File: config.mk
export PLATFORM = sky130hd
export DESIGN_NAME = pulse_capture_queue_core_flat
export DESIGN_NICKNAME = d
export VERILOG_FILES = /design/src/sv/pcq_pkg.sv /design/src/sv/pcq_req_if.sv /design/src/sv/pcq_rsp_if.sv /design/src/sv/pcq_store.sv /design/src/sv/pulse_capture_queue_core.sv /design/src/flat_wrapper.sv
export VERILOG_INCLUDE_DIRS = /design/src /design/src/sv
export SDC_FILE = /design/constraint.sdc
export NUM_CORES = 2
export LEC_CHECK = 0
export BUFFER_PORTS_ARGS = -buffer_cell sky130_fd_sc_hd__buf_2
export CAP_MARGIN = 10
export CORE_AREA = 2 2 504 506
export CTS_CLUSTER_SIZE = 30
export DETAILED_ROUTE_END_ITERATION = 10
export DIE_AREA = 0 0 506 508
export MAX_ROUTING_LAYER = met4
export SETUP_SLACK_MARGIN = 0.2
export SYNTH_ARGS = -nofsm -noshare
export SYNTH_HDL_FRONTEND = slang
export SYNTH_SLANG_ARGS = --single-unit
File: constraint.sdc
create_clock -name clk -period 25.7 [get_ports clk]
set_input_delay 2.57 -clock clk [delete_from_list [all_inputs] [get_ports clk]]
set_output_delay 2.57 -clock clk [all_outputs]
set_load 0.01 [all_outputs]
File: src/sv/pulse_capture_queue_core_assert.svh
// assertion macros for the pulse capture queue
// used by the top level, no other dependencies
`ifndef PULSE_CAPTURE_QUEUE_CORE_ASSERT_SVH
`define PULSE_CAPTURE_QUEUE_CORE_ASSERT_SVH

// same-cycle implication, disabled in reset
`define PCQ_ASSERT_NOW(label, clk, rst, ante, cons) \
  label: assert property (@(posedge clk) disable iff (rst) (ante) |-> (cons)) \
    else $error("pcq assertion failed");

// next-cycle implication, disabled in reset
`define PCQ_ASSERT_NEXT(label, clk, rst, ante, cons) \
  label: assert property (@(posedge clk) disable iff (rst) (ante) |=> (cons)) \
    else $error("pcq assertion failed");

`endif

File: src/sv/pcq_pkg.sv
// shared types and constants for the pulse capture queue
// no dependencies
`timescale 1ns / 1ps

package pcq_pkg;

  localparam int CHANNELS_DEF    = 2;
  localparam int QUEUE_DEPTH_DEF = 64;

  localparam int ENTRY_W = 16;
  localparam int LEN_W   = 15;
  localparam int FILL_W  = 7;

  localparam logic [LEN_W-1:0] LEN_MAX = 15'h7fff;

  typedef enum logic [1:0] {
    OP_CAPTURE = 2'd0,
    OP_POP     = 2'd1,
    OP_COUNT   = 2'd2
  } op_t;

  typedef struct packed {
    logic              valid_res;
    logic [LEN_W-1:0]  pulse_length;
    logic              pulse_level;
    logic              next_edge_rising;
    logic [FILL_W-1:0] fill_count;
  } result_t;

endpackage

File: src/sv/pcq_req_if.sv
// request channel: capture, pop and count items
// depends on nothing
`timescale 1ns / 1ps

interface pcq_req_if;
  logic        valid;
  logic        ready;
  logic [1:0]  operation;
  logic        channel;
  logic [15:0] capture_value;

  modport source (output valid, operation, channel, capture_value, input ready);
  modport sink   (input valid, operation, channel, capture_value, output ready);
endinterface

File: src/sv/pcq_rsp_if.sv
// response channel: one result item per request item
// depends on nothing
`timescale 1ns / 1ps

interface pcq_rsp_if;
  logic        valid;
  logic        ready;
  logic        valid_res;
  logic [14:0] pulse_length;
  logic        pulse_level;
  logic        next_edge_rising;
  logic [6:0]  fill_count;

  modport source (output valid, valid_res, pulse_length, pulse_level,
                  next_edge_rising, fill_count, input ready);
  modport sink   (input valid, valid_res, pulse_length, pulse_level,
                  next_edge_rising, fill_count, output ready);
endinterface

File: src/sv/pcq_store.sv
// pulse storage ram, all channel fifos side by side, registered read
// depends on pcq_pkg
`timescale 1ns / 1ps

module pcq_store #(
  parameter int CHANNELS    = pcq_pkg::CHANNELS_DEF,
  parameter int QUEUE_DEPTH = pcq_pkg::QUEUE_DEPTH_DEF,
  localparam int DEPTH      = CHANNELS * QUEUE_DEPTH,
  localparam int AW         = (DEPTH > 1) ? $clog2(DEPTH) : 1
) (
  input  logic                         clk,
  input  logic                         we,
  input  logic [AW-1:0]                waddr,
  input  logic [pcq_pkg::ENTRY_W-1:0]  wdata,
  input  logic                         re,
  input  logic [AW-1:0]                raddr,
  output logic [pcq_pkg::ENTRY_W-1:0]  rdata
);
  import pcq_pkg::*;

  logic [ENTRY_W-1:0] mem [DEPTH];

  always_ff @(posedge clk) begin
    if (we) begin
      mem[waddr] <= wdata;
    end
  end

  always_ff @(posedge clk) begin
    if (re) begin
      rdata <= mem[raddr];
    end
  end

endmodule

File: src/sv/pulse_capture_queue_core.sv
// pulse capture queue: per-channel edge timing recorder with pulse fifos
// an accepted item is registered in stage 1, then in the output register, which offers its result item
// throughput: one item per cycle while the sink keeps ready high; channel state updates at accept
// a stalled sink holds the input once the read stage and the output register are both occupied
// reset (rst, synchronous): levels high, captures, pointers and counts zero
// the pulse ram is not cleared; the fill counts guard every read of it
`timescale 1ns / 1ps
`include "pulse_capture_queue_core_assert.svh"

module pulse_capture_queue_core #(
  parameter int CHANNELS    = pcq_pkg::CHANNELS_DEF,
  parameter int QUEUE_DEPTH = pcq_pkg::QUEUE_DEPTH_DEF
) (
  input  logic        clk,
  input  logic        rst,
  pcq_req_if.sink     req,
  pcq_rsp_if.source   rsp
);
  import pcq_pkg::*;

  localparam int DEPTH = CHANNELS * QUEUE_DEPTH;
  localparam int AW    = (DEPTH > 1) ? $clog2(DEPTH) : 1;
  localparam int PW    = $clog2(QUEUE_DEPTH);
  localparam int CW    = $clog2(QUEUE_DEPTH + 1);
  localparam int CHW   = (CHANNELS > 1) ? $clog2(CHANNELS) : 1;

  // per-channel control state, small enough to live in flops
  logic [ENTRY_W-1:0] prev  [CHANNELS];
  logic               level [CHANNELS];
  logic [PW-1:0]      rptr  [CHANNELS];
  logic [PW-1:0]      wptr  [CHANNELS];
  logic [CW-1:0]      cnt   [CHANNELS];

  // request decode
  logic               accept;
  logic               ch_ok;
  logic [CHW-1:0]     ch_idx;
  logic [ENTRY_W-1:0] cur_prev;
  logic               cur_level;
  logic [PW-1:0]      cur_rptr;
  logic [PW-1:0]      cur_wptr;
  logic [CW-1:0]      cur_cnt;
  logic [ENTRY_W-1:0] diff;
  logic [LEN_W-1:0]   len_sat;
  logic               full;
  logic               empty;
  logic [CW-1:0]      fill_next;
  logic [31:0]        fill_wide;
  result_t            item;
  logic               use_mem;
  logic               do_capture;
  logic               do_push;
  logic               do_pop;

  // ram port
  logic               mem_we;
  logic               mem_re;
  logic [AW-1:0]      mem_waddr;
  logic [AW-1:0]      mem_raddr;
  logic [ENTRY_W-1:0] mem_wdata;
  logic [ENTRY_W-1:0] mem_rdata;

  // stage 1 waits for the ram read, output register parts from the sink
  logic               s1_valid;
  result_t            s1_item;
  logic               s1_use_mem;
  logic               s1_move;
  result_t            s1_merged;
  logic               out_valid;
  result_t            out_item;

  assign s1_move   = s1_valid && (!out_valid || rsp.ready);
  assign req.ready = !s1_valid || s1_move;
  assign accept    = req.valid && req.ready;

  assign ch_ok     = 32'(req.channel) < CHANNELS;
  assign ch_idx    = CHW'(req.channel);
  assign cur_prev  = prev[ch_idx];
  assign cur_level = level[ch_idx];
  assign cur_rptr  = rptr[ch_idx];
  assign cur_wptr  = wptr[ch_idx];
  assign cur_cnt   = cnt[ch_idx];

  // elapsed ticks wrap at 16 bits, then clamp to the 15-bit field
  assign diff    = req.capture_value - cur_prev;
  assign len_sat = diff[ENTRY_W-1] ? LEN_MAX : diff[LEN_W-1:0];
  assign full    = cur_cnt == CW'(QUEUE_DEPTH);
  assign empty   = cur_cnt == '0;

  always_comb begin
    item       = '0;
    use_mem    = 1'b0;
    fill_next  = cur_cnt;
    do_capture = 1'b0;
    do_push    = 1'b0;
    do_pop     = 1'b0;
    if (ch_ok) begin
      case (req.operation)
        OP_CAPTURE: begin
          // the level before the edge is what the pulse measured
          item.valid_res        = !full;
          item.pulse_length     = len_sat;
          item.pulse_level      = cur_level;
          item.next_edge_rising = !cur_level;
          fill_next             = full ? cur_cnt : cur_cnt + CW'(1);
          do_capture            = accept;
          do_push               = accept && !full;
        end
        OP_POP: begin
          // length and level come back from the registered ram read in the next cycle
          item.valid_res        = !empty;
          item.next_edge_rising = cur_level;
          fill_next             = empty ? cur_cnt : cur_cnt - CW'(1);
          use_mem               = !empty;
          do_pop                = accept && !empty;
        end
        OP_COUNT: begin
          item.valid_res        = 1'b1;
          item.next_edge_rising = cur_level;
        end
        default: begin
          fill_next = '0;
        end
      endcase
    end else begin
      fill_next = '0;
    end
    fill_wide       = 32'(fill_next);
    item.fill_count = fill_wide[FILL_W-1:0];
  end

  // each channel owns a contiguous slice of the ram
  assign mem_we    = do_push;
  assign mem_re    = do_pop;
  assign mem_waddr = AW'(32'(ch_idx) * QUEUE_DEPTH) + AW'(cur_wptr);
  assign mem_raddr = AW'(32'(ch_idx) * QUEUE_DEPTH) + AW'(cur_rptr);
  assign mem_wdata = {cur_level, len_sat};

  pcq_store #(
    .CHANNELS    (CHANNELS),
    .QUEUE_DEPTH (QUEUE_DEPTH)
  ) u_store (
    .clk   (clk),
    .we    (mem_we),
    .waddr (mem_waddr),
    .wdata (mem_wdata),
    .re    (mem_re),
    .raddr (mem_raddr),
    .rdata (mem_rdata)
  );

  // per-channel state is updated at accept, so the next item sees it at once
  always_ff @(posedge clk) begin
    if (rst) begin
      for (int i = 0; i < CHANNELS; i++) begin
        prev[i]  <= '0;
        level[i] <= 1'b1;
        rptr[i]  <= '0;
        wptr[i]  <= '0;
        cnt[i]   <= '0;
      end
    end else begin
      if (do_capture) begin
        prev[ch_idx]  <= req.capture_value;
        level[ch_idx] <= !cur_level;
      end
      if (do_push) begin
        wptr[ch_idx] <= (cur_wptr == PW'(QUEUE_DEPTH - 1)) ? '0 : cur_wptr + PW'(1);
      end
      if (do_pop) begin
        rptr[ch_idx] <= (cur_rptr == PW'(QUEUE_DEPTH - 1)) ? '0 : cur_rptr + PW'(1);
      end
      if (do_push || do_pop) begin
        cnt[ch_idx] <= fill_next;
      end
    end
  end

  // pipeline control
  always_ff @(posedge clk) begin
    if (rst) begin
      s1_valid  <= 1'b0;
      out_valid <= 1'b0;
    end else begin
      if (accept) begin
        s1_valid <= 1'b1;
      end else if (s1_move) begin
        s1_valid <= 1'b0;
      end
      if (s1_move) begin
        out_valid <= 1'b1;
      end else if (rsp.ready) begin
        out_valid <= 1'b0;
      end
    end
  end

  // pop items take length and level from the ram read
  always_comb begin
    s1_merged = s1_item;
    if (s1_use_mem) begin
      s1_merged.pulse_length = mem_rdata[LEN_W-1:0];
      s1_merged.pulse_level  = mem_rdata[ENTRY_W-1];
    end
  end

  // payload, no reset; ram data holds until the next pop is taken
  always_ff @(posedge clk) begin
    if (accept) begin
      s1_item    <= item;
      s1_use_mem <= use_mem;
    end
    if (s1_move) begin
      out_item <= s1_merged;
    end
  end

  assign rsp.valid            = out_valid;
  assign rsp.valid_res        = out_item.valid_res;
  assign rsp.pulse_length     = out_item.pulse_length;
  assign rsp.pulse_level      = out_item.pulse_level;
  assign rsp.next_edge_rising = out_item.next_edge_rising;
  assign rsp.fill_count       = out_item.fill_count;

  // checks
  `PCQ_ASSERT_NOW(a_cnt_bound, clk, rst, accept && ch_ok, cur_cnt <= CW'(QUEUE_DEPTH))
  `PCQ_ASSERT_NOW(a_stall_blocks, clk, rst, s1_valid && out_valid && !rsp.ready, !req.ready)
  `PCQ_ASSERT_NOW(a_out_from_s1, clk, rst, $rose(out_valid), $past(s1_valid))

endmodule

File: src/flat_wrapper.sv
// flat-port wrapper written by rule: the top's interface ports become plain ports
module pulse_capture_queue_core_flat import pcq_pkg::*;
#(
  parameter int CHANNELS    = pcq_pkg::CHANNELS_DEF,
  parameter int QUEUE_DEPTH = pcq_pkg::QUEUE_DEPTH_DEF
)
  (clk, rst, req_valid, req_operation, req_channel, req_capture_value, req_ready, rsp_valid, rsp_valid_res, rsp_pulse_length, rsp_pulse_level, rsp_next_edge_rising, rsp_fill_count, rsp_ready);
  pcq_req_if req_i ();
  pcq_rsp_if rsp_i ();
  input  logic clk;
  input  logic rst;
  input wire logic [$bits(req_i.valid)-1:0] req_valid;
  input wire logic [$bits(req_i.operation)-1:0] req_operation;
  input wire logic [$bits(req_i.channel)-1:0] req_channel;
  input wire logic [$bits(req_i.capture_value)-1:0] req_capture_value;
  output wire logic [$bits(req_i.ready)-1:0] req_ready;
  output wire logic [$bits(rsp_i.valid)-1:0] rsp_valid;
  output wire logic [$bits(rsp_i.valid_res)-1:0] rsp_valid_res;
  output wire logic [$bits(rsp_i.pulse_length)-1:0] rsp_pulse_length;
  output wire logic [$bits(rsp_i.pulse_level)-1:0] rsp_pulse_level;
  output wire logic [$bits(rsp_i.next_edge_rising)-1:0] rsp_next_edge_rising;
  output wire logic [$bits(rsp_i.fill_count)-1:0] rsp_fill_count;
  input wire logic [$bits(rsp_i.ready)-1:0] rsp_ready;
  assign req_i.valid = req_valid;
  assign req_i.operation = req_operation;
  assign req_i.channel = req_channel;
  assign req_i.capture_value = req_capture_value;
  assign req_ready = req_i.ready;
  assign rsp_valid = rsp_i.valid;
  assign rsp_valid_res = rsp_i.valid_res;
  assign rsp_pulse_length = rsp_i.pulse_length;
  assign rsp_pulse_level = rsp_i.pulse_level;
  assign rsp_next_edge_rising = rsp_i.next_edge_rising;
  assign rsp_fill_count = rsp_i.fill_count;
  assign rsp_i.ready = rsp_ready;
  pulse_capture_queue_core #(.CHANNELS(CHANNELS), .QUEUE_DEPTH(QUEUE_DEPTH)) u_core (.clk(clk), .rst(rst), .req(req_i), .rsp(rsp_i));
endmodule
# Word-level counts from Yosys, hierarchy flattened
# Memories as Yosys holds them, arrays and structs flattened. A register that Yosys moved wholly into a read port is not among the register bits.
# Cells that the tools add are included.
dict set report word_totals {
  ram_bits 2120
  memories 6
  register_bits 53
  in_bits 23
  word_cells 99
  output_inout_bits 27
}
# memory depth word_bits rd rd_ports_with_merged_regs write_ports line_no
set memory_table {}
lappend memory_table {u_core.u_store.mem 128 16 1 1 1 pcq_store.sv:21} ;# logic [ENTRY_W-1:0] mem [DEPTH];
lappend memory_table {u_core.prev 2 16 1 0 2 pulse_capture_queue_core.sv:28} ;# logic [ENTRY_W-1:0] prev [CHANNELS];
lappend memory_table {u_core.cnt 2 7 1 0 2 pulse_capture_queue_core.sv:32} ;# logic [CW-1:0] cnt [CHANNELS];
lappend memory_table {u_core.rptr 2 6 1 0 2 pulse_capture_queue_core.sv:30} ;# logic [PW-1:0] rptr [CHANNELS];
lappend memory_table {u_core.wptr 2 6 1 0 2 pulse_capture_queue_core.sv:31} ;# logic [PW-1:0] wptr [CHANNELS];
lappend memory_table {u_core.level 2 1 1 0 2 pulse_capture_queue_core.sv:29} ;# logic level [CHANNELS];
dict set report op_classes {
  eq_ne 5
  n_addsub 7
  mux 46
  reduce_logical 22
}
# op n
set ops {}
lappend ops {{2-to-1 mux 1 bit} 33}
lappend ops {{2-to-1 mux 16 bit} 2}
lappend ops {{2-to-1 mux 6 bit} 4}
lappend ops {{2-to-1 mux 7 bit} 3}
lappend ops {{one-hot mux 7 bit (3 select lines)} 1}
lappend ops {{OR reduction 16 bit} 1}
lappend ops {{subtractor 16 bit} 1}
lappend ops {{2-to-1 mux 15 bit} 1}
lappend ops {{adder 7 x 6 -> 7 bit} 2}
lappend ops {{adder 6 x 1 -> 6 bit (second input constant)} 2}
lappend ops {{equality test 6 bit (second input constant)} 2}
lappend ops {{OR reduction 6 bit} 2}
lappend ops {{adder 7 x 1 -> 7 bit (second input constant)} 1}
lappend ops {{equality test 7 bit (second input constant)} 1}
lappend ops {{logical NOT 7 bit} 1}
lappend ops {{OR reduction 7 bit} 1}
lappend ops {{subtractor 7 x 1 -> 7 bit (second input constant)} 1}
lappend ops {{logical NOT 1 bit} 5}
lappend ops {{logical AND 1 bit} 4}
lappend ops {{nonzero test 2 bit} 2}
lappend ops {{logical OR 1 bit} 3}
lappend ops {{one-hot mux 1 bit (3 select lines)} 1}
lappend ops {{equality test 2 x 1 -> 1 bit (second input constant)} 1}
lappend ops {{equality test 2 bit (second input constant)} 1}
lappend ops {{other kinds (4)} 4}

# Logic depth before layout (Yosys ltp)
dict set report depth {
  word_depth 13
  mapped_depth 18
}

# By module
# Synthesis repeated with hierarchy kept, for this count alone.
dict set report hier_totals {
  hier_cells 3636
  hier_area_um2 85284.3
}
# mod cells_each n_inst seq_area_each_um2 area_per_inst_um2
set by_module_without_submodules {}
lappend by_module_without_submodules {pcq_store 3086 1 61979.4 78683.0}
lappend by_module_without_submodules {pulse_capture_queue_core 550 1 3713.6 6601.3}

# Worst setup path after synthesis
# No wires, ideal clock.
dict set report synth_path {
  path_type {input -> register}
  from {input req_channel}
  to {memory u_core.u_store.mem[0][11] (data pin)}
  arrival_time_ns 10.887
  setup_slack_ns 13.616
  stages 15
  t_required_ns 24.504
  path_buffers 7
  cell_sequence {buf_4 -> buf_4 -> buf_2 -> buf_2 -> buf_2 -> clkbuf_1 -> buf_2 -> mux2i_1 -> ha_1 -> nor2b_1 -> o31a_1 -> or4_1 -> and3_1 -> a221o_1 -> o21ai_0}
}
dict set report synth_via {
  elab_chain_cells 3
}
# element line_no
set synth_rtl {}
lappend synth_rtl {{from (decl)} flat_wrapper.sv:14} ;# input wire logic [$bits(req_i.channel)-1:0] req_channel;
lappend synth_rtl {{memory read (2 x 16 bit)} -}
lappend synth_rtl {{subtractor 16 bit} pulse_capture_queue_core.sv:85} ;# assign diff = req.capture_value - cur_prev;
lappend synth_rtl {{2-to-1 mux 15 bit} pulse_capture_queue_core.sv:86} ;# assign len_sat = diff[ENTRY_W-1] ? LEN_MAX : diff[LEN_W-1:0];
lappend synth_rtl {{net u_core.len_sat[11]} pulse_capture_queue_core.sv:44} ;# logic [LEN_W-1:0] len_sat;
lappend synth_rtl {{to (decl)} pcq_store.sv:21}
# The timed path passes the listed nets, and every way through them passes these cells.

# Final worst setup path
dict set report layout_path {
  from {input req_channel}
  to {register u_core.u_store.rdata[2] (netlist name), read port of u_core.u_store.mem (data pin)}
}
dict set report layout_via {
  elab_chain_cells 5
  elab_cells_between_ends 7
  classes_between {add/sub: 1; mux: 1; reduce/logical: 3; memory: 2}
}
# element line_no
set layout_rtl {}
lappend layout_rtl {{branches (longest 5 deep; another with adder 7 x 6 -> 7 bit)} -}
lappend layout_rtl {{to (decl)} pcq_store.sv:17} ;# output logic [pcq_pkg::ENTRY_W-1:0] rdata
# Several ways; the timed one is not identified.
# A chain may end at the register's enable or synchronous reset.

==> results by group <==
Run status
  • Status: completed

Clock tree
  • Clk slew on worst S/H paths: 0.06 ns
  • Deepest clock path buffer count: 3
  • H-Tree Depth: 4
  • Clock buffer count from CTS: 218
  • Post-CTS setup buffer count: 0
  • CTS tree: built
  • Clk_lat worst skew: 0.87 ns
  • # resized after CTS: 0
  • # clock sinks: 2189
  • CTS Hold Bufs: 0
  • Clk root buf: clkbuf_16

Synth
  • Mapped Cells: 6368
  • Synthesized Nets: 6416
  • Synth warn: 0
  • Register area share after synthesis: roughly three quarters
  • Syn Std Cell Area: 0.08778 mm^2
  • Unique cell type count in the Yosys netlist: 73
  • Post-synth ARST share: 0%
  • Synthesized area per cell: around 14 um^2
  • Post-synth EDFFs: around 2200
  • FF+latch count, synth: 2189
  • Synth area leaders: edfxtp_1 75%, nand2_1 6.6%, nand3_1 3.9%
  • Area share of the largest cell type after synthesis: between 70 and 80%
  • Yosys top cell by area: edfxtp_1
  • Most used DFF post-synth: edfxtp_1

Drt
  • Vias: 54757
  • Routed wire per std cell: around 25 um
  • Total wire length: roughly 250 mm
  • Number of DRC markers in iteration 0: 7277
  • DR vias/cell: roughly 5.5
  • Drt pass-1 iters: 6
  • Remaining DRCs: 0
  • Remaining antenna violation count: 0

STA
  • Count of final hold-check violations: 0
  • Setup TNS: 0 ns
  • Fmax: 0.1368 GHz
  • Worst slew margin: 12.34%
  • Final period util: 28.44%
  • Final setup violation count: 0
  • Fin crit period: around 7.3 ns
  • Slew @ Worst Pin: 1.310 ns
  • RSZ-0062 raised after global routing: no
  • Final Max Slew Viols: 0
  • Worst Skew: 0.02749 ns

Final layout
  • Total Nets Final: about 6500
  • Share of cells above drive strength 1: 9.935%
  • Layout area overhead: 13.25%
  • Filler Cell Count: 23194
  • Commonest non-fill, non-tap cells in the layout: 2185 x edfxtp_1, 1524 x nand2_1, 679 x nand3_1, 313 x mux2i_1, 255 x a21oi_1
  • Most common cell after layout, fill and taps aside: edfxtp_1

Global route
  • Tot GR Track Use: 19.57%
  • Pin count of the biggest net entering global routing: 166
  • Grt ovf: 0
  • Vias in the first global route: 51543
  • Initial antenna violation count: 9
  • Global-route wire length before repair: 362.5 mm

Worst setup path
  • Crit path cell chain: buf_4 > mux2i_4 > buf_4 > buf_4 > buf_12 > nand2_1 > nand3_1 > nand3_1 > o21ai_0 > a211oi_1 > a31oi_1
  • CP required: 26.39 ns
  • Worst Setup Start Kind: primary input
  • Most used cell, CP: buf_4
  • CP max stage cell: o21ai_0
  • Worst EP arrival: roughly 8 ns
  • Critical path type: in2reg
  • Slowest stage delay, CP: 0.93 ns
  • CP Capture Type: flip-flop
  • CP max FO: 146

Floorplanning
  • Row count: roughly 190
  • Core Region: 0.2523 mm^2
  • Die span in y: 508 um
  • Die X: 506 um
  • Die outline area: 0.2570 mm^2
  • IO Count: 50
  • Initial Utilization: a little over a third

Job
  • Max Cap Viol: 0

Pwr
  • Total Power: 7.914 mW
  • Power density over cell area: 79.61 mW/mm^2
  • Worst ir drop on vdd: 0.00007772 V
  • Static Leakage: 32.66 nW

Placement
  • Detailed Place HPWL: roughly 140 mm
  • Port bufs: 49
  • GP Congestion: 0.8803

Min path
  • HP Class: reg2reg
-- registers in the layout, indices dropped and copies added, names as in the netlist --
signal,flops
u_core.cnt,14
u_core.level,2
u_core.prev,32
u_core.rptr,12
u_core.rsp.fill_count,7
u_core.rsp.next_edge_rising,1
u_core.rsp.pulse_length,15
u_core.rsp.pulse_level,1
u_core.rsp.valid,1
u_core.rsp.valid_res,1
u_core.s1_item,25
u_core.s1_use_mem,1
u_core.s1_valid,1
u_core.u_store.mem,2048
u_core.u_store.rdata,16
u_core.wptr,12
-- worst max-delay path, delay by kind of cell --
family,cells,cell delay (ns)
AO/OA/AOI/OAI,3,1.22
buffers and inverters,4,2.30
multiplexers,1,0.88
AND/OR/NAND/NOR,3,0.39
-- synthesized netlist by cell type, types with 15 or more instances --
| cell | n |
|---|---|
| nor2b_1 | 15 |
| nand2b_1 | 15 |
| buf_4 | 16 |
| nand3_1 | 679 |
| a21oi_1 | 256 |
| nand4_1 | 37 |
| mux2_2 | 27 |
| a32o_1 | 39 |
| inv_1 | 31 |
| o21ai_0 | 38 |
| nor3_1 | 53 |
| a31oi_1 | 74 |
| edfxtp_1 | 2185 |
| nor2_1 | 220 |
| and2_1 | 35 |
| mux2i_1 | 316 |
| ha_1 | 24 |
| o22ai_1 | 60 |
| buf_1 | 50 |
| a32oi_1 | 45 |
| o221ai_1 | 22 |
| a211oi_1 | 24 |
| buf_2 | 151 |
| nor4_1 | 32 |
| a22oi_1 | 15 |
| nand2_1 | 1538 |
| clkbuf_1 | 170 |
-- area by class of cell --
type | count | area [um^2] | share of cell area (%)
well taps | 3366 | 4212 | 4.237
clock inverters | 121 | 1018 | 1.025
clock buffers | 272 | 5700 | 5.734
multi-input cells | 3757 | 20530 | 20.65
diodes | 5 | 12.51 | 0.01259
repair buffers | 280 | 2095 | 2.107
flip-flops and latches | 2189 | 65690 | 66.08
inverters | 34 | 151.4 | 0.1523
-- routing by layer --
layer | part of all wire [%] | GRT usage, % | vias to the layer above
li1 | - | - | 23992
met4 | 3.5 | 6.609 | 0
met5 | 0 | - | -
met1 | 41 | 26.49 | 27569
met3 | 9.1 | 3.119 | 437
met2 | 46 | 30.07 | 2759
-- power by group --
group	switching, mW	leakage [nW]	total, mW	internal [mW]
combinational	0.585	9.83	0.727	0.141
sequential	0.0110	19.5	4.15	4.14
clock	1.35	3.29	3.04	1.69
total	1.94	32.7	7.91	5.97
-- logic make-up after synthesis --
group           count (synthesis)  synth area share (%)
simple gates                 2656                 12.89
flops                        2189                 74.84
compound gates                698                 5.285
buf+inv                       422                 2.100
mux                           358                 4.325
fa+ha+maj                      25                0.3649
xor+xnor                       20                0.1996
-- final timing paths --
check | startpoint | end | slack (ns) | depth (start not counted)
worst max-delay path | req_channel | u_core.u_store.rdata[2] | 18.39 | 11
worst min-delay path | u_core.s1_item[7] | u_core.rsp.next_edge_rising | 0.41 | 0
worst max register to register | u_core.rptr[0][0] | u_core.u_store.rdata[2] | 19.99 | 10
worst min register to register | u_core.s1_item[7] | u_core.rsp.next_edge_rising | 0.41 | 0
-- per-stage QoR --
step / setup slack (ns) / utilization [%] / hold slack, ns / instance area, um^2 / cells
finish: 18.39 / 39.40 / 0.4148 / 99410 / 10024
global route: 18.38 / 39.40 / 0.4241 / 99400 / 10021
CTS: 18.71 / 39.39 / 0.4163 / 99380 / 10018
detailed placement: 17.81 / 36.73 / 0.4045 / 92660 / 9625
global placement: 17.73 / 36.72 / 0.4018 / 92640 / 9623
floorplan: 13.62 / - / 0.4003 / 87780 / 6368
Power figures use the tool's default switching activity.
